===== src/sv/ascii_integer_field_parser_macros.svh =====
// assertion macros used by the parser core
`ifndef ASCII_INTEGER_FIELD_PARSER_MACROS_SVH
`define ASCII_INTEGER_FIELD_PARSER_MACROS_SVH

// same-cycle implication, checked on every clk edge outside reset
`define AIFP_IMPLIES(label, ante, cons, msg) \
  label: assert property (@(posedge clk) disable iff (rst) (ante) |-> (cons)) \
    else $error(msg);

// next-cycle implication
`define AIFP_NEXT(label, ante, cons, msg) \
  label: assert property (@(posedge clk) disable iff (rst) (ante) |=> (cons)) \
    else $error(msg);

`endif


===== src/sv/aifp_pkg.sv =====
// types, codes and character helpers for the ascii integer field parser
package aifp_pkg;

  typedef struct packed {
    logic [7:0] char_code;
    logic       end_of_input;
  } char_t;

  typedef struct packed {
    logic [63:0] value;
    logic        no_digits;
    logic        ended_by_eof;
    logic [7:0]  terminator;
  } field_t;

  typedef struct packed {
    logic [1:0] base_select;
    logic [1:0] result_size;
    logic       signed_result;
  } cfg_t;

  // configuration register indexes
  localparam logic [1:0] REG_BASE   = 2'd0;
  localparam logic [1:0] REG_SIZE   = 2'd1;
  localparam logic [1:0] REG_SIGNED = 2'd2;

  // base_select codes
  localparam logic [1:0] BASE_BIN = 2'd0;
  localparam logic [1:0] BASE_OCT = 2'd1;
  localparam logic [1:0] BASE_DEC = 2'd2;
  localparam logic [1:0] BASE_HEX = 2'd3;

  // result_size codes
  localparam logic [1:0] SIZE_8  = 2'd0;
  localparam logic [1:0] SIZE_16 = 2'd1;
  localparam logic [1:0] SIZE_32 = 2'd2;
  localparam logic [1:0] SIZE_64 = 2'd3;

  localparam logic [7:0] CH_PLUS  = 8'h2B;
  localparam logic [7:0] CH_MINUS = 8'h2D;
  localparam logic [7:0] CH_SPACE = 8'h20;

  localparam logic [4:0] NOT_DIGIT = 5'd16;

  // space, tab, newline, vertical tab, form feed, carriage return
  function automatic logic is_blank(input logic [7:0] c);
    is_blank = (c == CH_SPACE) || (c >= 8'h09 && c <= 8'h0D);
  endfunction

  // hex digit value of c in either case, NOT_DIGIT otherwise
  function automatic logic [4:0] digit_of(input logic [7:0] c);
    if (c >= 8'h30 && c <= 8'h39) begin
      digit_of = 5'(c - 8'h30);
    end else if (c >= 8'h61 && c <= 8'h66) begin
      digit_of = 5'(c - 8'h57);
    end else if (c >= 8'h41 && c <= 8'h46) begin
      digit_of = 5'(c - 8'h37);
    end else begin
      digit_of = NOT_DIGIT;
    end
  endfunction

  function automatic logic digit_fits(input logic [4:0] d, input logic [1:0] base);
    unique case (base)
      BASE_BIN: digit_fits = (d < 5'd2);
      BASE_OCT: digit_fits = (d < 5'd8);
      BASE_DEC: digit_fits = (d < 5'd10);
      default:  digit_fits = (d < 5'd16);
    endcase
  endfunction

endpackage


===== src/sv/aifp_in_stage.sv =====
// input register for the character channel
module aifp_in_stage (
  input  logic            clk,
  input  logic            rst,
  input  logic            char_valid,
  output logic            char_stall,
  input  aifp_pkg::char_t char_item,
  output logic            item_valid,
  output aifp_pkg::char_t item,
  input  logic            take
);

  logic accept;

  // a held character blocks new ones until the core takes it
  assign char_stall = item_valid && !take;
  assign accept     = char_valid && !char_stall;

  always_ff @(posedge clk) begin
    if (rst) begin
      item_valid <= 1'b0;
    end else if (accept) begin
      item_valid <= 1'b1;
    end else if (take) begin
      item_valid <= 1'b0;
    end
  end

  always_ff @(posedge clk) begin
    if (accept) begin
      item <= char_item;
    end
  end

endmodule


===== src/sv/aifp_core.sv =====
// field state, digit accumulation and result register
`include "ascii_integer_field_parser_macros.svh"

module aifp_core #(
  parameter int MAX_WIDTH = 64
) (
  input  logic             clk,
  input  logic             rst,
  input  aifp_pkg::cfg_t   cfg,
  input  logic             item_valid,
  input  aifp_pkg::char_t  item,
  output logic             take,
  output logic             field_valid,
  input  logic             field_stall,
  output aifp_pkg::field_t field_item
);

  localparam logic [1:0] PH_SKIP   = 2'd0;
  localparam logic [1:0] PH_SIGN   = 2'd1;
  localparam logic [1:0] PH_DIGITS = 2'd2;

  // stored widths, limited by the accumulator width
  localparam int SW0 = (MAX_WIDTH < 8)  ? MAX_WIDTH : 8;
  localparam int SW1 = (MAX_WIDTH < 16) ? MAX_WIDTH : 16;
  localparam int SW2 = (MAX_WIDTH < 32) ? MAX_WIDTH : 32;
  localparam int SW3 = (MAX_WIDTH < 64) ? MAX_WIDTH : 64;
  localparam logic [63:0] MASK0 = (SW0 >= 64) ? '1 : ((64'd1 << SW0) - 64'd1);
  localparam logic [63:0] MASK1 = (SW1 >= 64) ? '1 : ((64'd1 << SW1) - 64'd1);
  localparam logic [63:0] MASK2 = (SW2 >= 64) ? '1 : ((64'd1 << SW2) - 64'd1);
  localparam logic [63:0] MASK3 = (SW3 >= 64) ? '1 : ((64'd1 << SW3) - 64'd1);
  localparam logic [5:0] SBIT0 = 6'(SW0 - 1);
  localparam logic [5:0] SBIT1 = 6'(SW1 - 1);
  localparam logic [5:0] SBIT2 = 6'(SW2 - 1);
  localparam logic [5:0] SBIT3 = 6'(SW3 - 1);

  logic [1:0]           phase, phase_next;
  logic [MAX_WIDTH-1:0] acc, acc_next;
  logic                 negative, negative_next;
  logic                 seen_digit, seen_digit_next;

  logic [4:0]           digit;
  logic                 digit_ok;
  logic                 blank;
  logic                 is_sign;
  logic                 emit;
  logic [7:0]           term;
  logic [MAX_WIDTH-1:0] digit_ext;
  logic [MAX_WIDTH-1:0] acc_step;
  logic [MAX_WIDTH-1:0] acc_signed;
  logic [63:0]          wide;
  logic [63:0]          mask;
  logic [5:0]           sbit;
  logic [63:0]          value;

  assign digit     = aifp_pkg::digit_of(item.char_code);
  assign digit_ok  = aifp_pkg::digit_fits(digit, cfg.base_select);
  assign blank     = aifp_pkg::is_blank(item.char_code);
  assign is_sign   = (item.char_code == aifp_pkg::CH_PLUS) ||
                     (item.char_code == aifp_pkg::CH_MINUS);
  assign digit_ext = MAX_WIDTH'(digit[3:0]);

  // acc * base + digit, by shifts
  always_comb begin
    unique case (cfg.base_select)
      aifp_pkg::BASE_BIN: acc_step = (acc << 1) + digit_ext;
      aifp_pkg::BASE_OCT: acc_step = (acc << 3) + digit_ext;
      aifp_pkg::BASE_DEC: acc_step = (acc << 3) + (acc << 1) + digit_ext;
      default:            acc_step = (acc << 4) + digit_ext;
    endcase
  end

  always_comb begin
    phase_next      = phase;
    acc_next        = acc;
    negative_next   = negative;
    seen_digit_next = seen_digit;
    emit            = 1'b0;
    term            = item.char_code;
    if (item.end_of_input) begin
      emit = 1'b1;
      term = 8'd0;
    end else if (phase == PH_SKIP && blank) begin
      phase_next = PH_SKIP;
    end else if (phase == PH_SKIP && is_sign) begin
      negative_next = (item.char_code == aifp_pkg::CH_MINUS);
      phase_next    = PH_SIGN;
    end else if (digit_ok) begin
      acc_next        = acc_step;
      seen_digit_next = 1'b1;
      phase_next      = PH_DIGITS;
    end else begin
      emit = 1'b1;
    end
    // a finished field starts over; the terminator is not examined again
    if (emit) begin
      phase_next      = PH_SKIP;
      acc_next        = '0;
      negative_next   = 1'b0;
      seen_digit_next = 1'b0;
    end
  end

  // negate, truncate to the stored width, then extend
  assign acc_signed = negative ? (~acc + MAX_WIDTH'(1)) : acc;
  assign wide       = 64'(acc_signed);

  always_comb begin
    unique case (cfg.result_size)
      aifp_pkg::SIZE_8: begin
        mask = MASK0;
        sbit = SBIT0;
      end
      aifp_pkg::SIZE_16: begin
        mask = MASK1;
        sbit = SBIT1;
      end
      aifp_pkg::SIZE_32: begin
        mask = MASK2;
        sbit = SBIT2;
      end
      default: begin
        mask = MASK3;
        sbit = SBIT3;
      end
    endcase
    value = wide & mask;
    if (cfg.signed_result && wide[sbit]) begin
      value = value | ~mask;
    end
    if (!seen_digit) begin
      value = 64'd0;
    end
  end

  // an item that ends a field waits only while the result register is full and stalled
  assign take = item_valid && (!emit || !field_valid || !field_stall);

  always_ff @(posedge clk) begin
    if (rst) begin
      phase       <= PH_SKIP;
      acc         <= '0;
      negative    <= 1'b0;
      seen_digit  <= 1'b0;
      field_valid <= 1'b0;
    end else begin
      if (take) begin
        phase      <= phase_next;
        acc        <= acc_next;
        negative   <= negative_next;
        seen_digit <= seen_digit_next;
      end
      if (take && emit) begin
        field_valid <= 1'b1;
      end else if (!field_stall) begin
        field_valid <= 1'b0;
      end
    end
  end

  always_ff @(posedge clk) begin
    if (take && emit) begin
      field_item.value        <= value;
      field_item.no_digits    <= !seen_digit;
      field_item.ended_by_eof <= item.end_of_input;
      field_item.terminator   <= term;
    end
  end

  `AIFP_NEXT(a_field_restart, take && emit,
    phase == PH_SKIP && !seen_digit && acc == '0, "field state not cleared after result")
  `AIFP_IMPLIES(a_digit_phase, seen_digit, phase == PH_DIGITS,
    "digit seen outside digit phase")
  `AIFP_IMPLIES(a_empty_zero, field_valid && field_item.no_digits,
    field_item.value == 64'd0, "empty field with nonzero value")
  `AIFP_IMPLIES(a_eof_term, field_valid && field_item.ended_by_eof,
    field_item.terminator == 8'd0, "end of input with terminator set")

endmodule


===== src/sv/ascii_integer_field_parser.sv =====
// characters pass the input register; the core writes each ended field to the result register
// throughput: one character per cycle; an ending character waits only while a result is stalled
// the accumulator update is a shift-add of the MAX_WIDTH-bit accumulator
// synchronous reset clears the field state and the valid flags of both pipeline registers
// reset sets decimal base, 32-bit result size and sign extension
module ascii_integer_field_parser #(
  parameter int MAX_WIDTH = 64
) (
  input  logic             clk,
  input  logic             rst,
  input  logic             char_valid,
  output logic             char_stall,
  input  aifp_pkg::char_t  char_item,
  output logic             field_valid,
  input  logic             field_stall,
  output aifp_pkg::field_t field_item,
  input  logic             cfg_valid,
  output logic             cfg_ready,
  input  logic [1:0]       cfg_index,
  input  logic [1:0]       cfg_data
);

  aifp_pkg::cfg_t  cfg;
  aifp_pkg::char_t item;
  logic            item_valid;
  logic            take;

  assign cfg_ready = 1'b1;

  always_ff @(posedge clk) begin
    if (rst) begin
      cfg.base_select   <= aifp_pkg::BASE_DEC;
      cfg.result_size   <= aifp_pkg::SIZE_32;
      cfg.signed_result <= 1'b1;
    end else if (cfg_valid && cfg_ready) begin
      unique case (cfg_index)
        aifp_pkg::REG_BASE:   cfg.base_select   <= cfg_data;
        aifp_pkg::REG_SIZE:   cfg.result_size   <= cfg_data;
        aifp_pkg::REG_SIGNED: cfg.signed_result <= cfg_data[0];
        default: begin
        end
      endcase
    end
  end

  aifp_in_stage u_in_stage (
    .clk        (clk),
    .rst        (rst),
    .char_valid (char_valid),
    .char_stall (char_stall),
    .char_item  (char_item),
    .item_valid (item_valid),
    .item       (item),
    .take       (take)
  );

  aifp_core #(
    .MAX_WIDTH (MAX_WIDTH)
  ) u_core (
    .clk         (clk),
    .rst         (rst),
    .cfg         (cfg),
    .item_valid  (item_valid),
    .item        (item),
    .take        (take),
    .field_valid (field_valid),
    .field_stall (field_stall),
    .field_item  (field_item)
  );

endmodule


===== config.mk =====
export PLATFORM = sky130hd
export DESIGN_NAME = ascii_integer_field_parser
export DESIGN_NICKNAME = d
export VERILOG_FILES = /design/src/sv/aifp_pkg.sv /design/src/sv/aifp_in_stage.sv /design/src/sv/aifp_core.sv /design/src/sv/ascii_integer_field_parser.sv
export VERILOG_INCLUDE_DIRS = /design/src /design/src/sv
export SDC_FILE = /design/constraint.sdc
export NUM_CORES = 1
export LEC_CHECK = 0
export BUFFER_PORTS_ARGS = -buffer_cell sky130_fd_sc_hd__buf_2
export CAP_MARGIN = 30
export CELL_PAD_IN_SITES_DETAIL_PLACEMENT = 1
export CELL_PAD_IN_SITES_GLOBAL_PLACEMENT = 1
export CORE_UTILIZATION = 49
export CTS_BUF_LIST = sky130_fd_sc_hd__clkbuf_8
export CTS_CLUSTER_DIAMETER = 120
export DETAILED_ROUTE_END_ITERATION = 8
export GPL_TIMING_DRIVEN = 0
export PLACE_DENSITY_LB_ADDON = 0.1
export SLEW_MARGIN = 40
export SYNTH_ARGS = -nofsm -noshare
export SYNTH_HDL_FRONTEND = slang
export SYNTH_SLANG_ARGS = --single-unit

===== constraint.sdc =====
create_clock -name clk -period 7.4 [get_ports clk]
set_input_delay 1.48 -clock clk [delete_from_list [all_inputs] [get_ports clk]]
set_output_delay 1.48 -clock clk [all_outputs]
set_load 0.005 [all_outputs]

==> reports/metrics.yaml, run 1 <==
cp_slowest_cell: "o21ai_0"
synth_edf_count: 83
cts.clk_slew.worst_paths_ps: 100
max_freq_mhz: 169
routedWlPerCell_um: 26.3
maxSlewHeadroom_pct: 33.5
ys_ff_latch: 158
final_area_um2: 17600
path_buf_inv: 1
cts_hold_buf: 0
grt_pass1_wl_um: 103000
fin_skew_ps: 20.8
first_global_vias: 17000
drive_gt1_share_pct: 10.5
io-pin-count: 95
nNetsFinal: 2271
worstMarginPinSlew_ps: 998
htreeDepth: 4
hold_viol: 0
regArea_um2: 3990
placed_area_um2: 17200
row_count: 65
cts_buffer_depth: 2
leakagePower_uw: 0.00718
syn_area_um2: 16100
yosysUniqueCellTypes: 92
vias: 17200
setup_tns_ps: 0
finalCritPeriodShare_pct: 80.0
finalWirelength_um: 67600
crit_family: "compound AO/OA/AOI/OAI gates"
start_util_pct: 50.3
hold_class: "flip-flop to flip-flop"
drt_iter0_drc: 1796
final_max_slew_viol_count: 0
synth_fp_nets: 2156
period_minus_slack_ps: 5920
cp-end-kind: "flip-flop"
cts_tree: "done"
synth_area_leaders: "edfxtp_1 15%, ha_1 10%, dfxtp_1 9.3%"
critical_path_class: "flip-flop to flip-flop"
port_buffers: 93
fillCellCount: 4001
cpMostUsedCell: "a21oi_1"
dp_hpwl_um: 52800
area_growth_pct: 9.45
crit_chain: "inv_1 > ha_1 > nor3b_1 > nor3_2 > a21oi_1 > fa_1 > fa_1 > nor2b_1 > o31ai_1 > a311o_1 > a21oi_1 > o21ai_1 > o21ai_0 > a21oi_1 > o21ai_0 > a31oi_1 > a22o_1"
final_cell_mix: "186 x a21oi_1, 185 x nand2_1, 175 x nor2_1"
core_area_um2: 32000
synthArstFlopShare_pct: 0
run_status: "finished clean"
postCtsResizedCells: 0
final_common_cell: "a21oi_1"
cp.required_ps: 7800
start_kind: "flip-flop"
syn_inst: 2006
drc_errors: 0
multi_input_area_um2: 11200
rsz0062_at_grt: "false"
syn_avg_cell_area_um2: 8.02
setup_violations: 0
yosysTopAreaCell: "edfxtp_1"
ys.flop_type: "edfxtp_1"
die_y_um: 183
grtUsageTotal_pct: 40.5
post_cts_buffers: 0
drt_pass1_iterations: 6
antenna_found_initial: 0
avgViaCountPerCell: 6.68
cts_num_sinks: 158
max_cap_viol_count: 0
vdd_drop_max_mv: 0.0815
clkLatencyLatePin_ps: 520
ys_warn_count: 0
die-area_um2: 33600
path_max_fanout: 7
root_buffer: "clkbuf_8"
grt_start_max_net_pins: 26
yosysSeqAreaShare_pct: 24.8
antenna_cells: 0
numCtsBuffers: 17
arrival_ps: 6320
gp_congestion: 1.01
synth_top_area_share_pct: 15.5
die_w_um: 183
grt-ovfl-total: 0
power.density_nw_per_um2: 105
max_stage_delay_ps: 610
ant_nets: 0
==> report_power, final <==
group	switching [uW]	internal [uW]
clock network	413	312
registers	9.44	940
logic	127	50.2
total	550	1300
==> logic make-up after synthesis <==
logic type	Yosys count	synth area share (%)
compound gates	570	22.7
xor+xnor	220	12.0
fa+ha+maj	132	10.4
buf+inv	214	5.51
flops	158	24.8
mux	36	3.61
other cells	1	0.0233
simple gates	675	20.9
==> worst paths after layout <==
| path | start | end | slack [ps] | cells past startpoint |
|---|---|---|---|---|
| max | u_in_stage.item[2] | u_core.acc[58] | 1480 | 17 |
| max reg2reg | u_in_stage.item[2] | u_core.acc[58] | 1480 | 17 |
| min reg2reg | u_in_stage.item[0] | u_core.field_item[8] | 540 | 0 |
| min | u_in_stage.item[0] | u_core.field_item[8] | 540 | 0 |
==> routing by layer <==
metal  track usage (%)  routed length (um)  vias up
met1              55.6               29400     8515
met2              63.3               29400      906
li1                  -                   -     7571
met3              7.13                6070      163
met5                 0                   0        -
met4              15.4                2660        0
==> metrics by stage <==
stage	util [%]	total power, uW	instances	hold WS [ps]	setup slack, ps
3_5_place_dp	53.8	1140	2537	513	1540
4_1_cts	55.1	1840	2569	538	1530
2_1_floorplan	-	1060	2006	459	1670
3_3_place_gp	53.5	1130	2534	502	33.3
5_1_grt	55.1	1880	2569	558	1130
6_report	55.1	1850	2569	542	1480
==> final cells by class <==
| cell class | instances | share of cell area (%) |
|---|---|---|
| multi-input combinational | 1634 | 63.8 |
| sequential | 158 | 22.7 |
| timing repair buffer | 96 | 2.97 |
| clock inverter | 15 | 1.04 |
| clock buffer | 17 | 1.33 |
| inverter | 46 | 0.981 |
| buffer | 168 | 4.07 |
| tap | 435 | 3.09 |
==> synth_stat cells, drive strengths merged, types with 14 or more instances <==
cell,count
a21oi,188
nand2,186
nor2,177
clkbuf,133
ha,129
o21ai,126
xnor2,113
xor2,107
edfxtp,83
dfxtp,75
nand4,59
nand3,51
inv,46
nor3,46
buf,35
a21o,32
o31ai,31
or3,30
nor4,26
a31oi,24
a22oi,18
mux4,17
o21bai,17
and3,16
o211ai,16
and2,15
nor2b,14
==> flip-flops by register name (all words and copies together) (netlist names) <==
register               count
u_core.negative            1
u_core.phase               2
u_core.field_item         74
cfg                        5
u_core.acc                64
u_core.seen_digit          1
u_in_stage.item_valid      1
u_in_stage.item            9
u_core.field_valid         1
(Power assumes the default switching activity.)
==> run 2: changes to the inputs <==
- ABC_AREA: not set -> 1
- CORE_UTILIZATION: 49 -> 41
- clock period: 7.4 -> 4.8 ns (I/O delays scaled with it)
==> reports/metrics.yaml, run 2 <==
period_minus_slack_ps: 4620  # -1290 ps
path_max_fanout: 8  # +1
grt-ovfl-total: 0  # unchanged
antenna_found_initial: 2  # +2
final_common_cell: "nand2_1"
max_freq_mhz: 216  # +28%
yosysTopAreaCell: "nand2_1"
htreeDepth: 4  # unchanged
root_buffer: "clkbuf_8"
syn_area_um2: 20400  # +27%
max_stage_delay_ps: 490  # -120 ps
final_max_slew_viol_count: 0  # unchanged
syn_avg_cell_area_um2: 5.66  # -29%
reg.largest.list: "u_core.field_item (74), u_core.acc (64), u_in_stage.item (9)"
drive_gt1_share_pct: 9.79  # -0.75 points
crit_chain: "inv_1 > ha_2 > o21ai_2 > nand2_1 > nand3_1 > nand2_1 > ha_1 > fa_1 > nand2_1 > nand2_1 > nand2_1 > inv_1 > nand2_1 > nor2_2 > nand3_1 > xor2_1 > nor2_1 > nor2_1 > nand2_1 > nand2_1 > a21oi_1"
post_cts_buffers: 0  # unchanged
synth_common_cells: "1232 x nand2_1, 493 x inv_1, 380 x nor2_1"
finalCritPeriodShare_pct: 96.4  # +16 points
dp_hpwl_um: 94100  # +78%
synth_fp_nets: 3752  # +74%
cp_slowest_cell: "nor2_2"
cp.required_ps: 5240  # -2560 ps
ys_ff_latch: 158  # unchanged
rsz0062_at_grt: "true"
row_count: 81  # +25%
synthArstFlopShare_pct: 0  # unchanged
cts_num_sinks: 158  # unchanged
ant_nets: 0  # unchanged
final_area_um2: 22200  # +26%
setup_tns_ps: 0  # unchanged
synth_area_leaders: "nand2_1 23%, edfxtp_1 12%, inv_1 9.1%"
routedWlPerCell_um: 25.7  # -2.4%
drt_iter0_drc: 2809  # +56%
leakagePower_uw: 0.0115  # +60%
placed_area_um2: 21700  # +26%
postCtsResizedCells: 0  # unchanged
synth_edf_count: 83  # unchanged
numCtsBuffers: 17  # unchanged
first_global_vias: 25200  # +48%
core_area_um2: 49100  # +53%
area_growth_pct: 8.79
drc_errors: 0  # unchanged
die_y_um: 225  # +23%
clkLatencyLatePin_ps: 590  # +70 ps
worstMarginPinSlew_ps: 913  # -84.8 ps
grt_pass1_wl_um: 162000  # +57%
vdd_drop_max_mv: 0.171  # +110%
maxSlewHeadroom_pct: 39.1  # +5.7 points
cts_buffer_depth: 2  # unchanged
die_w_um: 225  # +23%
syn_inst: 3602  # +80%
synth_top_area_share_pct: 22.7  # +7.2 points
yosysSeqAreaShare_pct: 19.6  # -5.2 points
yosysMostFrequentCell: "nand2_1"
critical_path_class: "flip-flop to flip-flop"
io-pin-count: 95  # unchanged
cpMostUsedCell: "nand2_1"
nNetsFinal: 3864  # +70%
vias: 25800  # +50%
largest_reg_flops: 74  # unchanged
run_status: "finished clean"
finalWirelength_um: 113000  # +67%
max_cap_viol_count: 0  # unchanged
ys.flop_type: "edfxtp_1"
grt_start_max_net_pins: 53  # +100%
power.density_nw_per_um2: 131  # +25%
cp-end-kind: "flip-flop"
path_buf_inv: 2  # +1
start_util_pct: 41.6  # -8.7 points
grtUsageTotal_pct: 44.0  # +3.5 points
cts_hold_buf: 0  # unchanged
hold_viol: 0  # unchanged
arrival_ps: 5070  # -1250 ps
crit_family: "simple AND/OR/NAND/NOR gates"
gp_congestion: 1.05  # +3.7%
start_kind: "flip-flop"
cts.clk_slew.worst_paths_ps: 120  # +20 ps
largest_register: "u_core.field_item"
cts_tree: "done"
final_cell_mix: "1228 x nand2_1, 492 x inv_1, 374 x nor2_1"
die-area_um2: 50600  # +51%
setup_violations: 0  # unchanged
fin_skew_ps: 29.7  # +8.92 ps
hold_class: "flip-flop to flip-flop"
ys_warn_count: 0  # unchanged
avgViaCountPerCell: 5.88  # -12%
port_buffers: 92  # -1.1%
drt_pass1_iterations: 6  # unchanged
yosysUniqueCellTypes: 53  # -42%
-- run 2: power by group --
group | switching [uW] | leakage, uW | internal [uW]
clock network | 679 | 0.000198 | 393
logic | 272 | 0.00989 | 90.6
registers | 17.6 | 0.00140 | 1460
-- run 2: routing by layer --
layer	routed length, um	global-route usage, %	vias up
met3	11400	12.2	275
met5	15	0	-
met2	48000	67.4	1253
met4	5640	21.0	2
li1	-	-	11800
met1	47800	56.9	12500
-- run 2: worst paths after layout --
| path | start | to | slack, ps | depth (start not counted) |
|---|---|---|---|---|
| worst max register to register | u_in_stage.item[1] | u_core.acc[49] | 180 | 21 |
| worst max-delay path | u_in_stage.item[1] | u_core.acc[49] | 180 | 21 |
| worst min register to register | u_in_stage.item[0] | u_core.field_item[8] | 490 | 0 |
| worst min-delay path | u_in_stage.item[0] | u_core.field_item[8] | 490 | 0 |
-- run 2: cell families after synthesis --
family | share of synthesized area, %
flops | 19.6
simple gates | 44.8
compound gates | 12.2
xor+xnor | 1.76
buf+inv | 13.4
other cells | 0.0184
fa+ha+maj | 8.21
-- run 2: cell type report --
cell class                 instances  area (um^2)
sequential                       158         3990
tap                              664          831
antenna                            1         2.50
multi-input combinational       2776        13700
clock buffer                      17          234
buffer                           125          707
clock inverter                    15          171
timing repair buffer              93          480
fill                            7124        26900
inverter                         543         2050
-- run 2: per-stage QoR --
step	power (uW)	instances	hold slack, ps	utilization, %	setup WS (ps)
after floorplan	1690	3602	424	-	1200
after global placement	1830	4358	429	44.2	272
after detailed placement	1850	4359	460	44.3	141
after CTS	2900	4391	486	45.1	81.9
after global routing	2980	4391	497	45.2	-41.3
final	2910	4392	487	45.2	175
-- run 2: worst reg2reg max path: stages, from the launching register on --
cell and delay (ps):
edfxtp_1 470, inv_1 160, ha_2 260, o21ai_2 70, nand2_1 100, nand3_1 270, nand2_1 210, ha_1 290
fa_1 380, nand2_1 110, nand2_1 100, nand2_1 130, inv_1 180, nand2_1 360, nor2_2 490, nand3_1 150
xor2_1 170, nor2_1 50, nor2_1 270, nand2_1 90, nand2_1 70, a21oi_1 80
